[src/hdl/cfs_pkg.sv]
// Shared types and helpers of the circular FIFO with search.
// No dependencies; imported by every module of the block.
package cfs_pkg;

	// Operation code carried from the front end to the execution unit.
	typedef enum logic [1:0] {
		OP_PUSH,
		OP_POP,
		OP_FIND,
		OP_NONE
	} op_t;

	// Execution unit states.
	typedef enum logic [1:0] {
		BK_IDLE,
		BK_POP,
		BK_SCAN
	} back_state_t;

	// Header of one command: whether it is present and what it does.
	typedef struct packed {
		logic valid;
		op_t  op;
	} cmd_hdr_t;

	localparam logic [1:0] MODE_PUSH = 2'd0;
	localparam logic [1:0] MODE_POP  = 2'd1;
	localparam logic [1:0] MODE_FIND = 2'd2;

	localparam int QUEUE_DEPTH = 2;

	function automatic op_t mode_to_op(input logic [1:0] mode);
		op_t op;
		case (mode)
			MODE_PUSH: op = OP_PUSH;
			MODE_POP:  op = OP_POP;
			MODE_FIND: op = OP_FIND;
			default:   op = OP_NONE;
		endcase
		return op;
	endfunction

endpackage

[src/hdl/cfs_front.sv]
// Front end: start/busy handshake and classification of the mode code.
// Depends on cfs_pkg.
module cfs_front (
	input  logic              start,
	input  logic [1:0]        mode,
	input  logic              queue_ready,
	output logic              busy,
	output cfs_pkg::cmd_hdr_t hdr
);
	import cfs_pkg::*;

	assign busy      = !queue_ready;
	assign hdr.valid = start && queue_ready;
	assign hdr.op    = mode_to_op(mode);

endmodule

[src/hdl/cfs_queue.sv]
// Two-entry command queue between the front end and the execution unit.
// Depends on cfs_pkg.
module cfs_queue #(
	parameter int KEY_WIDTH = 16
) (
	input  logic                 clk,
	input  logic                 arst_n,
	input  cfs_pkg::cmd_hdr_t    in_hdr,
	input  logic [KEY_WIDTH-1:0] in_first,
	input  logic [KEY_WIDTH-1:0] in_second,
	output logic                 in_ready,
	output cfs_pkg::cmd_hdr_t    out_hdr,
	output logic [KEY_WIDTH-1:0] out_first,
	output logic [KEY_WIDTH-1:0] out_second,
	input  logic                 out_take
);
	import cfs_pkg::*;

	localparam int PW = $clog2(QUEUE_DEPTH);
	localparam int NW = $clog2(QUEUE_DEPTH + 1);

	op_t                  op_q     [QUEUE_DEPTH];
	logic [KEY_WIDTH-1:0] first_q  [QUEUE_DEPTH];
	logic [KEY_WIDTH-1:0] second_q [QUEUE_DEPTH];
	logic [PW-1:0]        wr_ptr_q;
	logic [PW-1:0]        rd_ptr_q;
	logic [NW-1:0]        fill_q;
	logic                 do_wr;
	logic                 do_rd;

	assign in_ready      = fill_q != NW'(QUEUE_DEPTH);
	assign do_wr         = in_hdr.valid && in_ready;
	assign do_rd         = out_take && (fill_q != '0);
	assign out_hdr.valid = fill_q != '0;
	assign out_hdr.op    = op_q[rd_ptr_q];
	assign out_first     = first_q[rd_ptr_q];
	assign out_second    = second_q[rd_ptr_q];

	always_ff @(posedge clk or negedge arst_n) begin
		if (!arst_n) begin
			wr_ptr_q <= '0;
			rd_ptr_q <= '0;
			fill_q   <= '0;
		end else begin
			if (do_wr) begin
				wr_ptr_q <= (wr_ptr_q == PW'(QUEUE_DEPTH - 1)) ? '0 : wr_ptr_q + 1'b1;
			end
			if (do_rd) begin
				rd_ptr_q <= (rd_ptr_q == PW'(QUEUE_DEPTH - 1)) ? '0 : rd_ptr_q + 1'b1;
			end
			if (do_wr && !do_rd) begin
				fill_q <= fill_q + 1'b1;
			end else if (do_rd && !do_wr) begin
				fill_q <= fill_q - 1'b1;
			end
		end
	end

	always_ff @(posedge clk) begin
		if (do_wr) begin
			op_q[wr_ptr_q]     <= in_hdr.op;
			first_q[wr_ptr_q]  <= in_first;
			second_q[wr_ptr_q] <= in_second;
		end
	end

endmodule

[src/hdl/cfs_back.sv]
// Execution unit: entry memory, head/tail pointers and the sequential search.
// Depends on cfs_pkg.
module cfs_back #(
	parameter int CAPACITY  = 16,
	parameter int KEY_WIDTH = 16,
	parameter int CW        = $clog2(CAPACITY + 1)
) (
	input  logic                 clk,
	input  logic                 arst_n,
	input  cfs_pkg::cmd_hdr_t    cmd_hdr,
	input  logic [KEY_WIDTH-1:0] cmd_first,
	input  logic [KEY_WIDTH-1:0] cmd_second,
	output logic                 cmd_take,
	output logic                 done,
	output logic [KEY_WIDTH-1:0] popped_first,
	output logic [KEY_WIDTH-1:0] popped_second,
	output logic                 pop_valid,
	output logic                 found,
	output logic [CW-1:0]        occupancy,
	output logic                 dropped
);
	import cfs_pkg::*;

	localparam int AW = (CAPACITY > 1) ? $clog2(CAPACITY) : 1;

	logic [KEY_WIDTH-1:0] mem_first  [CAPACITY];
	logic [KEY_WIDTH-1:0] mem_second [CAPACITY];
	logic [KEY_WIDTH-1:0] rd_first_q;
	logic [KEY_WIDTH-1:0] rd_second_q;

	back_state_t          state_q, state_d;
	logic [AW-1:0]        head_q, head_d;
	logic [AW-1:0]        tail_q, tail_d;
	logic [CW-1:0]        count_q, count_d;
	logic [AW-1:0]        scan_ptr_q, scan_ptr_d;
	logic [CW-1:0]        left_q, left_d;
	logic                 pend_s1, pend_d;
	logic [KEY_WIDTH-1:0] key_first_q, key_first_d;
	logic [KEY_WIDTH-1:0] key_second_q, key_second_d;

	logic                 mem_we;
	logic                 mem_re;
	logic [AW-1:0]        mem_raddr;
	logic                 issue;
	logic                 hit;

	logic                 res_valid;
	logic [KEY_WIDTH-1:0] res_first;
	logic [KEY_WIDTH-1:0] res_second;
	logic                 res_pop_valid;
	logic                 res_found;
	logic                 res_dropped;

	logic                 done_q;
	logic [KEY_WIDTH-1:0] popped_first_q;
	logic [KEY_WIDTH-1:0] popped_second_q;
	logic                 pop_valid_q;
	logic                 found_q;
	logic [CW-1:0]        occupancy_q;
	logic                 dropped_q;

	function automatic logic [AW-1:0] wrap_inc(input logic [AW-1:0] ptr);
		return (ptr == AW'(CAPACITY - 1)) ? '0 : ptr + 1'b1;
	endfunction

	// One entry is read each cycle during a search; the compare uses the
	// data read in the previous cycle.
	assign issue = left_q != '0;
	assign hit   = pend_s1 && (rd_first_q == key_first_q) && (rd_second_q == key_second_q);

	always_comb begin
		state_d       = state_q;
		head_d        = head_q;
		tail_d        = tail_q;
		count_d       = count_q;
		scan_ptr_d    = scan_ptr_q;
		left_d        = left_q;
		pend_d        = 1'b0;
		key_first_d   = key_first_q;
		key_second_d  = key_second_q;
		cmd_take      = 1'b0;
		mem_we        = 1'b0;
		mem_re        = 1'b0;
		mem_raddr     = head_q;
		res_valid     = 1'b0;
		res_first     = '0;
		res_second    = '0;
		res_pop_valid = 1'b0;
		res_found     = 1'b0;
		res_dropped   = 1'b0;
		case (state_q)
			BK_IDLE: begin
				if (cmd_hdr.valid) begin
					cmd_take = 1'b1;
					case (cmd_hdr.op)
						OP_PUSH: begin
							res_valid = 1'b1;
							if (count_q == CW'(CAPACITY)) begin
								res_dropped = 1'b1;
							end else begin
								mem_we  = 1'b1;
								tail_d  = wrap_inc(tail_q);
								count_d = count_q + 1'b1;
							end
						end
						OP_POP: begin
							if (count_q == '0) begin
								res_valid = 1'b1;
							end else begin
								mem_re  = 1'b1;
								state_d = BK_POP;
							end
						end
						OP_FIND: begin
							if (count_q == '0) begin
								res_valid = 1'b1;
							end else begin
								key_first_d  = cmd_first;
								key_second_d = cmd_second;
								scan_ptr_d   = head_q;
								left_d       = count_q;
								state_d      = BK_SCAN;
							end
						end
						default: begin
							res_valid = 1'b1;
						end
					endcase
				end
			end
			BK_POP: begin
				res_valid     = 1'b1;
				res_pop_valid = 1'b1;
				res_first     = rd_first_q;
				res_second    = rd_second_q;
				head_d        = wrap_inc(head_q);
				count_d       = count_q - 1'b1;
				state_d       = BK_IDLE;
			end
			BK_SCAN: begin
				mem_raddr = scan_ptr_q;
				if (hit) begin
					res_valid = 1'b1;
					res_found = 1'b1;
					left_d    = '0;
					state_d   = BK_IDLE;
				end else if (!issue && !pend_s1) begin
					res_valid = 1'b1;
					state_d   = BK_IDLE;
				end else if (issue) begin
					mem_re     = 1'b1;
					pend_d     = 1'b1;
					scan_ptr_d = wrap_inc(scan_ptr_q);
					left_d     = left_q - 1'b1;
				end
			end
			default: begin
				state_d = BK_IDLE;
			end
		endcase
	end

	always_ff @(posedge clk or negedge arst_n) begin
		if (!arst_n) begin
			state_q    <= BK_IDLE;
			head_q     <= '0;
			tail_q     <= '0;
			count_q    <= '0;
			scan_ptr_q <= '0;
			left_q     <= '0;
			pend_s1    <= 1'b0;
			done_q     <= 1'b0;
		end else begin
			state_q    <= state_d;
			head_q     <= head_d;
			tail_q     <= tail_d;
			count_q    <= count_d;
			scan_ptr_q <= scan_ptr_d;
			left_q     <= left_d;
			pend_s1    <= pend_d;
			done_q     <= res_valid;
		end
	end

	always_ff @(posedge clk) begin
		key_first_q  <= key_first_d;
		key_second_q <= key_second_d;
		if (res_valid) begin
			popped_first_q  <= res_first;
			popped_second_q <= res_second;
			pop_valid_q     <= res_pop_valid;
			found_q         <= res_found;
			occupancy_q     <= count_d;
			dropped_q       <= res_dropped;
		end
	end

	always_ff @(posedge clk) begin
		if (mem_we) begin
			mem_first[tail_q]  <= cmd_first;
			mem_second[tail_q] <= cmd_second;
		end
		if (mem_re) begin
			rd_first_q  <= mem_first[mem_raddr];
			rd_second_q <= mem_second[mem_raddr];
		end
	end

	assign done          = done_q;
	assign popped_first  = popped_first_q;
	assign popped_second = popped_second_q;
	assign pop_valid     = pop_valid_q;
	assign found         = found_q;
	assign occupancy     = occupancy_q;
	assign dropped       = dropped_q;

endmodule

[src/hdl/circular_fifo_with_search.sv]
// Circular FIFO of key pairs with push, pop and content search.
// Depends on cfs_pkg, cfs_front, cfs_queue and cfs_back.
//
// A transaction is taken at a rising edge with start high and busy low;
// its result appears on the result ports for one cycle with done high and
// must be captured then, since the receiver cannot hold results off. A
// two-entry command queue sits behind the input, so busy rises only when
// two transactions wait. The execution unit works on one transaction at a
// time: pop does one registered memory read, and find reads the stored
// entries one per cycle from head toward tail and stops at the first match,
// so a find that misses reads every stored entry. A pop or find on an empty
// FIFO finishes without a memory read. Results come out in transaction
// order, and occupancy always reports the entry count after the operation.
module circular_fifo_with_search #(
	parameter int CAPACITY  = 16,
	parameter int KEY_WIDTH = 16
) (
	input  logic                             clk,
	input  logic                             arst_n,
	input  logic                             start,
	output logic                             busy,
	input  logic [1:0]                       mode,
	input  logic [KEY_WIDTH-1:0]             first_key,
	input  logic [KEY_WIDTH-1:0]             second_key,
	output logic                             done,
	output logic [KEY_WIDTH-1:0]             popped_first,
	output logic [KEY_WIDTH-1:0]             popped_second,
	output logic                             pop_valid,
	output logic                             found,
	output logic [$clog2(CAPACITY + 1)-1:0]  occupancy,
	output logic                             dropped
);
	import cfs_pkg::*;

	localparam int CW = $clog2(CAPACITY + 1);

	cmd_hdr_t             front_hdr;
	cmd_hdr_t             queue_hdr;
	logic                 queue_ready;
	logic [KEY_WIDTH-1:0] queue_first;
	logic [KEY_WIDTH-1:0] queue_second;
	logic                 queue_take;

	cfs_front u_front (
		.start       (start),
		.mode        (mode),
		.queue_ready (queue_ready),
		.busy        (busy),
		.hdr         (front_hdr)
	);

	cfs_queue #(
		.KEY_WIDTH (KEY_WIDTH)
	) u_queue (
		.clk        (clk),
		.arst_n     (arst_n),
		.in_hdr     (front_hdr),
		.in_first   (first_key),
		.in_second  (second_key),
		.in_ready   (queue_ready),
		.out_hdr    (queue_hdr),
		.out_first  (queue_first),
		.out_second (queue_second),
		.out_take   (queue_take)
	);

	cfs_back #(
		.CAPACITY  (CAPACITY),
		.KEY_WIDTH (KEY_WIDTH),
		.CW        (CW)
	) u_back (
		.clk           (clk),
		.arst_n        (arst_n),
		.cmd_hdr       (queue_hdr),
		.cmd_first     (queue_first),
		.cmd_second    (queue_second),
		.cmd_take      (queue_take),
		.done          (done),
		.popped_first  (popped_first),
		.popped_second (popped_second),
		.pop_valid     (pop_valid),
		.found         (found),
		.occupancy     (occupancy),
		.dropped       (dropped)
	);

endmodule

[config.mk]
export PLATFORM = sky130hd
export DESIGN_NAME = circular_fifo_with_search
export DESIGN_NICKNAME = d
export VERILOG_FILES = /design/src/hdl/cfs_pkg.sv /design/src/hdl/cfs_front.sv /design/src/hdl/cfs_queue.sv /design/src/hdl/cfs_back.sv /design/src/hdl/circular_fifo_with_search.sv
export SDC_FILE = /design/constraint.sdc
export NUM_CORES = 1
export LEC_CHECK = 0
export ABC_CLOCK_PERIOD_IN_PS = 4760
export BUFFER_PORTS_ARGS = -buffer_cell sky130_fd_sc_hd__buf_2
export CAP_MARGIN = 10
export CORE_MARGIN = 2
export CORE_UTILIZATION = 56
export DETAILED_ROUTE_END_ITERATION = 16
export PLACE_DENSITY_LB_ADDON = 0.1
export SYNTH_ARGS = -nofsm -noshare
export SYNTH_HDL_FRONTEND = slang
export SYNTH_SLANG_ARGS = --single-unit
[constraint.sdc]
create_clock -name clk -period 4.76 [get_ports clk]
set_input_delay 0.238 -clock clk [delete_from_list [all_inputs] [get_ports clk]]
set_output_delay 0.238 -clock clk [all_outputs]
set_load 0.01 [all_outputs]
==> results of run 1 <==
==> worst paths after layout <==
kind                                                 from  depth (start not counted)                               endpoint  slack, ns
min                                                arst_n                          2            u_back.count_q[1]$_DFF_PN0_       0.26
max                        u_back.rd_first_q[5]$_DFFE_PP_                          6  u_back.popped_second[4]$_SDFFCE_PN0P_       1.02
max in group asynchronous                          arst_n                          2           u_queue.rd_ptr_q$_DFFE_PN0P_       3.98
min reg2reg                  u_queue.wr_ptr_q$_DFFE_PN0P_                          1           u_queue.wr_ptr_q$_DFFE_PN0P_       0.55
max reg2reg                u_back.rd_first_q[5]$_DFFE_PP_                          6  u_back.popped_second[4]$_SDFFCE_PN0P_       1.02
min in group clk                             first_key[9]                          2        u_queue.first_q[1][9]$_DFFE_PP_       0.35
==> final cells by class <==
type | instances | area (um2) | area share
multi-input cells | 621 | 6240 | 0.194
repair buffers | 181 | 1370 | 0.0425
flip-flops and latches | 714 | 21300 | 0.662
clock buffers | 100 | 2070 | 0.0643
well taps | 664 | 831 | 0.0258
clock inverters | 31 | 274 | 0.00852
inverters | 20 | 75.1 | 0.00234
==> metal layers <==
layer  vias up  wire length (um)
li1       6148                 -
met2       506             30400
met5         -                 0
met3        94              4030
met4         0              1530
met1      7316             26600
==> power by group <==
part	switching, W	leakage, nW	internal (W)	total (W)
Clock	0.00228	1.15	0.00331	0.00559
Sequential	0.000511	6.60	0.00866	0.00917
Combinational	0.00408	3.13	0.00275	0.00683
Total	0.00688	10.9	0.0147	0.0216
==> cell families (layout without fill, tap and decap cells) <==
| family | Yosys count | count (layout) | synth area share |
|---|---|---|---|
| buffers and inverters | 93 | 332 | 0.0152 |
| multiplexers | 262 | 262 | 0.130 |
| AND/OR/NAND/NOR | 145 | 145 | 0.0297 |
| XOR/XNOR | 44 | 44 | 0.0139 |
| flip-flops | 714 | 714 | 0.765 |
| AO/OA/AOI/OAI | 155 | 155 | 0.0388 |
| adder cells (fa/ha/maj) | 15 | 15 | 0.00675 |
==> timing repair <==
action / in CTS / in global routing
gates resized for setup: 0 / 0
hold buffers: 36 / 0
endpoints found under the hold margin: 99 / 0
setup endpoints to repair: 0 / 0
==> placed cells by master (no fill, tap or decap), drive strengths merged, types with 30 or more instances in the layout <==
| cell | n |
|---|---|
| dfrtp | 30 |
| dlygate4sd3 | 36 |
| xor2 | 36 |
| mux2 | 162 |
| clkbuf | 100 |
| o22ai | 67 |
| mux4 | 64 |
| and2 | 41 |
| buf | 145 |
| o221ai | 32 |
| mux2i | 36 |
| edfxtp | 684 |
==> sequential cells by signal, summed over array words and instances (netlist names), 5 cells and up <==
| register | flops |
|---|---|
| u_queue.first_q | 32 |
| u_back.rd_second_q | 16 |
| u_back.occupancy | 5 |
| u_back.key_second_q | 16 |
| u_back.popped_first | 16 |
| u_back.left_q | 5 |
| u_back.count_q | 5 |
| u_back.rd_first_q | 16 |
| u_back.key_first_q | 16 |
| u_queue.second_q | 32 |
| u_back.popped_second | 16 |
| u_back.mem_first | 256 |
| u_back.mem_second | 256 |
==> metrics by stage <==
step | utilization | hold WS, ns | setup TNS, ns | power, W | cells
2_1_floorplan | - | -0.0576 | -38.85 | 0.0136 | 1428
3_3_place_gp | 0.602 | 0.339 | 0 | 0.0160 | 2164
3_5_place_dp | 0.602 | 0.341 | 0 | 0.0161 | 2164
4_1_cts | 0.657 | 0.230 | 0 | 0.0217 | 2331
5_1_grt | 0.657 | 0.313 | 0 | 0.0225 | 2331
6_report | 0.657 | 0.264 | 0 | 0.0216 | 2331
==> impl_metrics.ini, run 1 <==
[die]
row_count = 81
die_h_um = 227
core_um2 = 49000
start_util = 0.568
ios = 79
dieArea_um2 = 51500
die_x_um = 227

[final_layout]
fillers = 3282
nets = 1663
n_antenna_cell = 0
area_delta_synth_final_pct = 15.6
design_area_um2 = 32100
drive_gt1_frac = 0.301

[global_route]
grtUsageMet3 = 0.0408
met1_usage = 0.357
grt_pass1_wl_um = 91700
grt_max_degree = 35
grt.busiest_layer = met2
use_met2 = 0.400
grt_antenna_before_repair = 1
track_usage = 0.251
overflow = 0
grt_pass1_vias = 14400

[clocking]
cts_sinks = 714
cts_buffers = 73
clk_path_buf_depth = 3
clk_latency_ns = 0.61
clk_pin_slew_ns = 0.06
cts_root_buf = clkbuf_16
cts_tree = built
cts_htree_levels = 3
cts_setup_buffers = 0

[worst_setup_path]
cp_num_buf_inv = 1
path_delay_family = simple AND/OR/NAND/NOR gates
worstSetupEndpointType = register
startpoint_type = register
arrival_ns = 4.04
crit_chain = xor2_1 > nor4_1 > nand3_1 > or3_1 > a31oi_4 > buf_12
path_max_fanout = 26
path_class = register to register
slowest_delay_ns = 0.67
required_ns = 5.05
crit_slowest_cell = or3_1

[placement]
dp.final_hpwl_um = 36900
pre_cts_ws_ns = 1.03
dpl_cell_area_um2 = 29400
numPortBuffers = 78
gp_congestion = 0.842

[drt]
vias_per_cell = 6.03
drtPass1Iterations = 5
wl_per_cell_um = 26.8
drc = 0
wirelength_um = 62500
vias = 14100
drtIter0Drc = 1438
ant_nets = 0

[sta]
fmax_mhz = 267
slew_violations = 0
setup_viol = 0
fin_crit_ns = 3.74
relSlewSlack = 0.197
rsz0062_at_grt = false
skew_ns = 0.0148
layout_setup_ws_ns = 1.02
finalHoldViolCount = 0
finalCritPeriodShare = 0.787
tightest_slew_ns = 1.18

[synth]
synth.top_cell.area_share = 0.738
synth_top_area_cell = edfxtp_1
synth.avg_cell_area_um2 = 19.5
ys_types = 59
synth.most_common_cell = edfxtp_1
syn_inst = 1428
ys_seq_elements = 714
synth_edf_count = 684
synth.cell_area_um2 = 27800
ys_top_cells_by_area = edfxtp_1 74%, mux2_2 6.6%, mux4_2 5.2%, dfrtp_1 2.7%, o22ai_1 1.5%
synthArstFlopShare = 0.0420
synth_common_cells = 684 x edfxtp_1, 162 x mux2_2, 67 x o22ai_1, 64 x mux4_2, 41 x and2_1
ys_seq_area_frac = 0.765
ys.flop_type = edfxtp_1
yosys_warnings = 0
synth.net_count = 1480

[pwr]
power_leakage_nw = 10.9
power.density_nw_per_um2 = 672
max-vdd-ir-drop_v = 0.000378

[status]
outcome = finished, final reports clean

[job]
cap_violations = 0

[worst_hold_path]
worstHoldPathType = input port to async pin
(Power assumes the default switching activity.)
==> run 2: changes to the inputs <==
--- a/config.mk
+++ b/config.mk
@@ -5,11 +5,11 @@
 export SDC_FILE = /design/constraint.sdc
 export NUM_CORES = 1
 export LEC_CHECK = 0
-export ABC_CLOCK_PERIOD_IN_PS = 4760
+export ABC_CLOCK_PERIOD_IN_PS = 3850
 export BUFFER_PORTS_ARGS = -buffer_cell sky130_fd_sc_hd__buf_2
 export CAP_MARGIN = 10
 export CORE_MARGIN = 2
-export CORE_UTILIZATION = 56
+export CORE_UTILIZATION = 60
 export DETAILED_ROUTE_END_ITERATION = 16
 export PLACE_DENSITY_LB_ADDON = 0.1
 export SYNTH_ARGS = -nofsm -noshare
==> constraint.sdc (replaced) <==
create_clock -name clk -period 3.85 [get_ports clk]
set_input_delay 0.1925 -clock clk [delete_from_list [all_inputs] [get_ports clk]]
set_output_delay 0.1925 -clock clk [all_outputs]
set_load 0.01 [all_outputs]
==> run 2 against run 1 <==
Total power increased by 22%. Routed wire length decreased by 2.5%. Critical path type unchanged. Clock power increased by 19%. Critical path depth unchanged. Final cell count decreased by 3.6%. Highest routed layer unchanged. Worst hold slack got worse by 0.046 ns.
==> impl_metrics.ini, run 2 (same netlist as run 1, synthesis figures left out) <==
[sta]
rsz0062_at_grt = false
fin_crit_ns = 3.66
tightest_slew_ns = 0.999
whs_ns = 0.218
relSlewSlack = 0.328
finalHoldViolCount = 0
setup_viol = 0
fmax_mhz = 274
slew_violations = 0
skew_ns = 0.0266
finalCritPeriodShare = 0.950

[global_route]
grt_antenna_before_repair = 0
grt_pass1_wl_um = 89700
track_usage = 0.260
grt_max_degree = 65
overflow = 0
grt_pass1_vias = 14100

[die]
start_util = 0.610
dieArea_um2 = 48100
die_h_um = 219
row_count = 78
core_um2 = 45600
die_x_um = 219
ios = 79

[placement]
gp_congestion = 0.802
dp.final_hpwl_um = 34000
placed_cells = 2083
numPortBuffers = 78

[drt]
wirelength_um = 60900
wl_per_cell_um = 27.1
drtPass1Iterations = 5
ant_nets = 0
drtIter0Drc = 1326
vias = 14100
drc = 0
vias_per_cell = 6.27

[final_layout]
fillers = 2811
n_antenna_cell = 0
mostFrequentLayoutCells = 684 x edfxtp_1, 161 x mux2_2, 78 x buf_2
largest_registers = u_back.mem_first (256), u_back.mem_second (256)
finalNonFillerCells = 2248
drive_gt1_frac = 0.290
nets = 1645
final_common_cell = edfxtp_1
final_util = 0.701
area_delta_synth_final_pct = 14.9

[pwr]
max-vdd-ir-drop_v = 0.000617
power.density_nw_per_um2 = 821
power_leakage_nw = 10.8
fin_total_pwr_w = 0.0262

[clocking]
cts_setup_buffers = 0
clk_latency_ns = 0.60
cts_htree_levels = 3
hold_buffers = 36
clk_path_buf_depth = 3
post_cts_resized = 0
cts_buffers = 72
clk_pin_slew_ns = 0.06
cts_tree = built
cts_sinks = 714
cts_root_buf = clkbuf_16

[worst_setup_path]
worstSetupEndpointType = register
crit_chain = xor2_1 > nor4_1 > nand4_2 > nor3_1 > o21ai_4 > buf_4
crit_cells = 6
cp_num_buf_inv = 1
required_ns = 4.16
slowest_delay_ns = 0.87
path_class = register to register
path_max_fanout = 20
reg2reg_depth = 6
crit_slowest_cell = nor4_1
path_delay_family = simple AND/OR/NAND/NOR gates
arrival_ns = 3.96
startpoint_type = register

[status]
outcome = finished, final reports clean

[job]
cap_violations = 0

[worst_hold_path]
worstHoldPathType = input port to async pin
==> run 2: cell count changes in the layout (fill, tap and decap cells not counted), moves of 3 or more <==
cell	change
buf_12	+9
buf_4	-26
clkbuf_16	-3
clkinv_1	+5
nor3_2	-4
nor3_4	+4
==> run 2: final timing paths <==
check / slack, ns / startpoint / endpoint
setup / recovery: 0.19 / u_back.rd_second_q[12]$_DFFE_PP_ / u_back.rd_second_q[1]$_DFFE_PP_
hold / removal: 0.22 / arst_n / u_back.count_q[1]$_DFF_PN0_
setup reg to reg: 0.19 / u_back.rd_second_q[12]$_DFFE_PP_ / u_back.rd_second_q[1]$_DFFE_PP_
hold reg to reg: 0.53 / u_back.head_q[3]$_DFFE_PN0P_ / u_back.head_q[3]$_DFFE_PN0P_
max in group asynchronous: 3.12 / arst_n / u_queue.rd_ptr_q$_DFFE_PN0P_
min in group clk: 0.30 / second_key[13] / u_queue.second_q[0][13]$_DFFE_PP_
==> run 2: worst register-to-register path, cell delays in order (launching register included) <==
cell and delay (ns):
edfxtp_1 0.48, xor2_1 0.19, nor4_1 0.87, nand4_2 0.46, nor3_1 0.64, o21ai_4 0.34, buf_4 0.36
==> run 2: layout make-up <==
| cell class | instances | area [um2] | area share |
|---|---|---|---|
| flip-flops and latches | 714 | 21300 | 0.666 |
| well taps | 600 | 751 | 0.0235 |
| clock inverters | 34 | 263 | 0.00822 |
| multi-input cells | 621 | 6270 | 0.196 |
| clock buffers | 95 | 1970 | 0.0617 |
| inverters | 20 | 75.1 | 0.00235 |
| repair buffers | 164 | 1350 | 0.0423 |
==> run 2: layer usage <==
metal,global-route usage,up-vias,wire length (um),share of wire
met5,0,-,0,0
met4,0.0694,0,1330,0.022
met3,0.0420,98,4080,0.067
met2,0.426,594,30200,0.50
met1,0.369,7279,25300,0.42
li1,-,6115,-,-
==> run 2: report_power, final <==
part / leakage [nW] / switching [W] / total [W] / internal (W)
Clock: 1.09 / 0.00276 / 0.00663 / 0.00387
Sequential: 6.60 / 0.000644 / 0.0113 / 0.0107
Combinational: 3.07 / 0.00495 / 0.00827 / 0.00332
Total: 10.8 / 0.00836 / 0.0262 / 0.0179
==> run 2: through the flow <==
stage | instance area (um2) | TNS (ns) | worst slack (ns)
2_1_floorplan | 27800 | -78.24 | -0.319
3_3_place_gp | 29400 | 0 | 0.227
3_5_place_dp | 29400 | 0 | 0.174
4_1_cts | 32000 | 0 | 0.148
5_1_grt | 32000 | 0 | 0.143
6_report | 32000 | 0 | 0.194
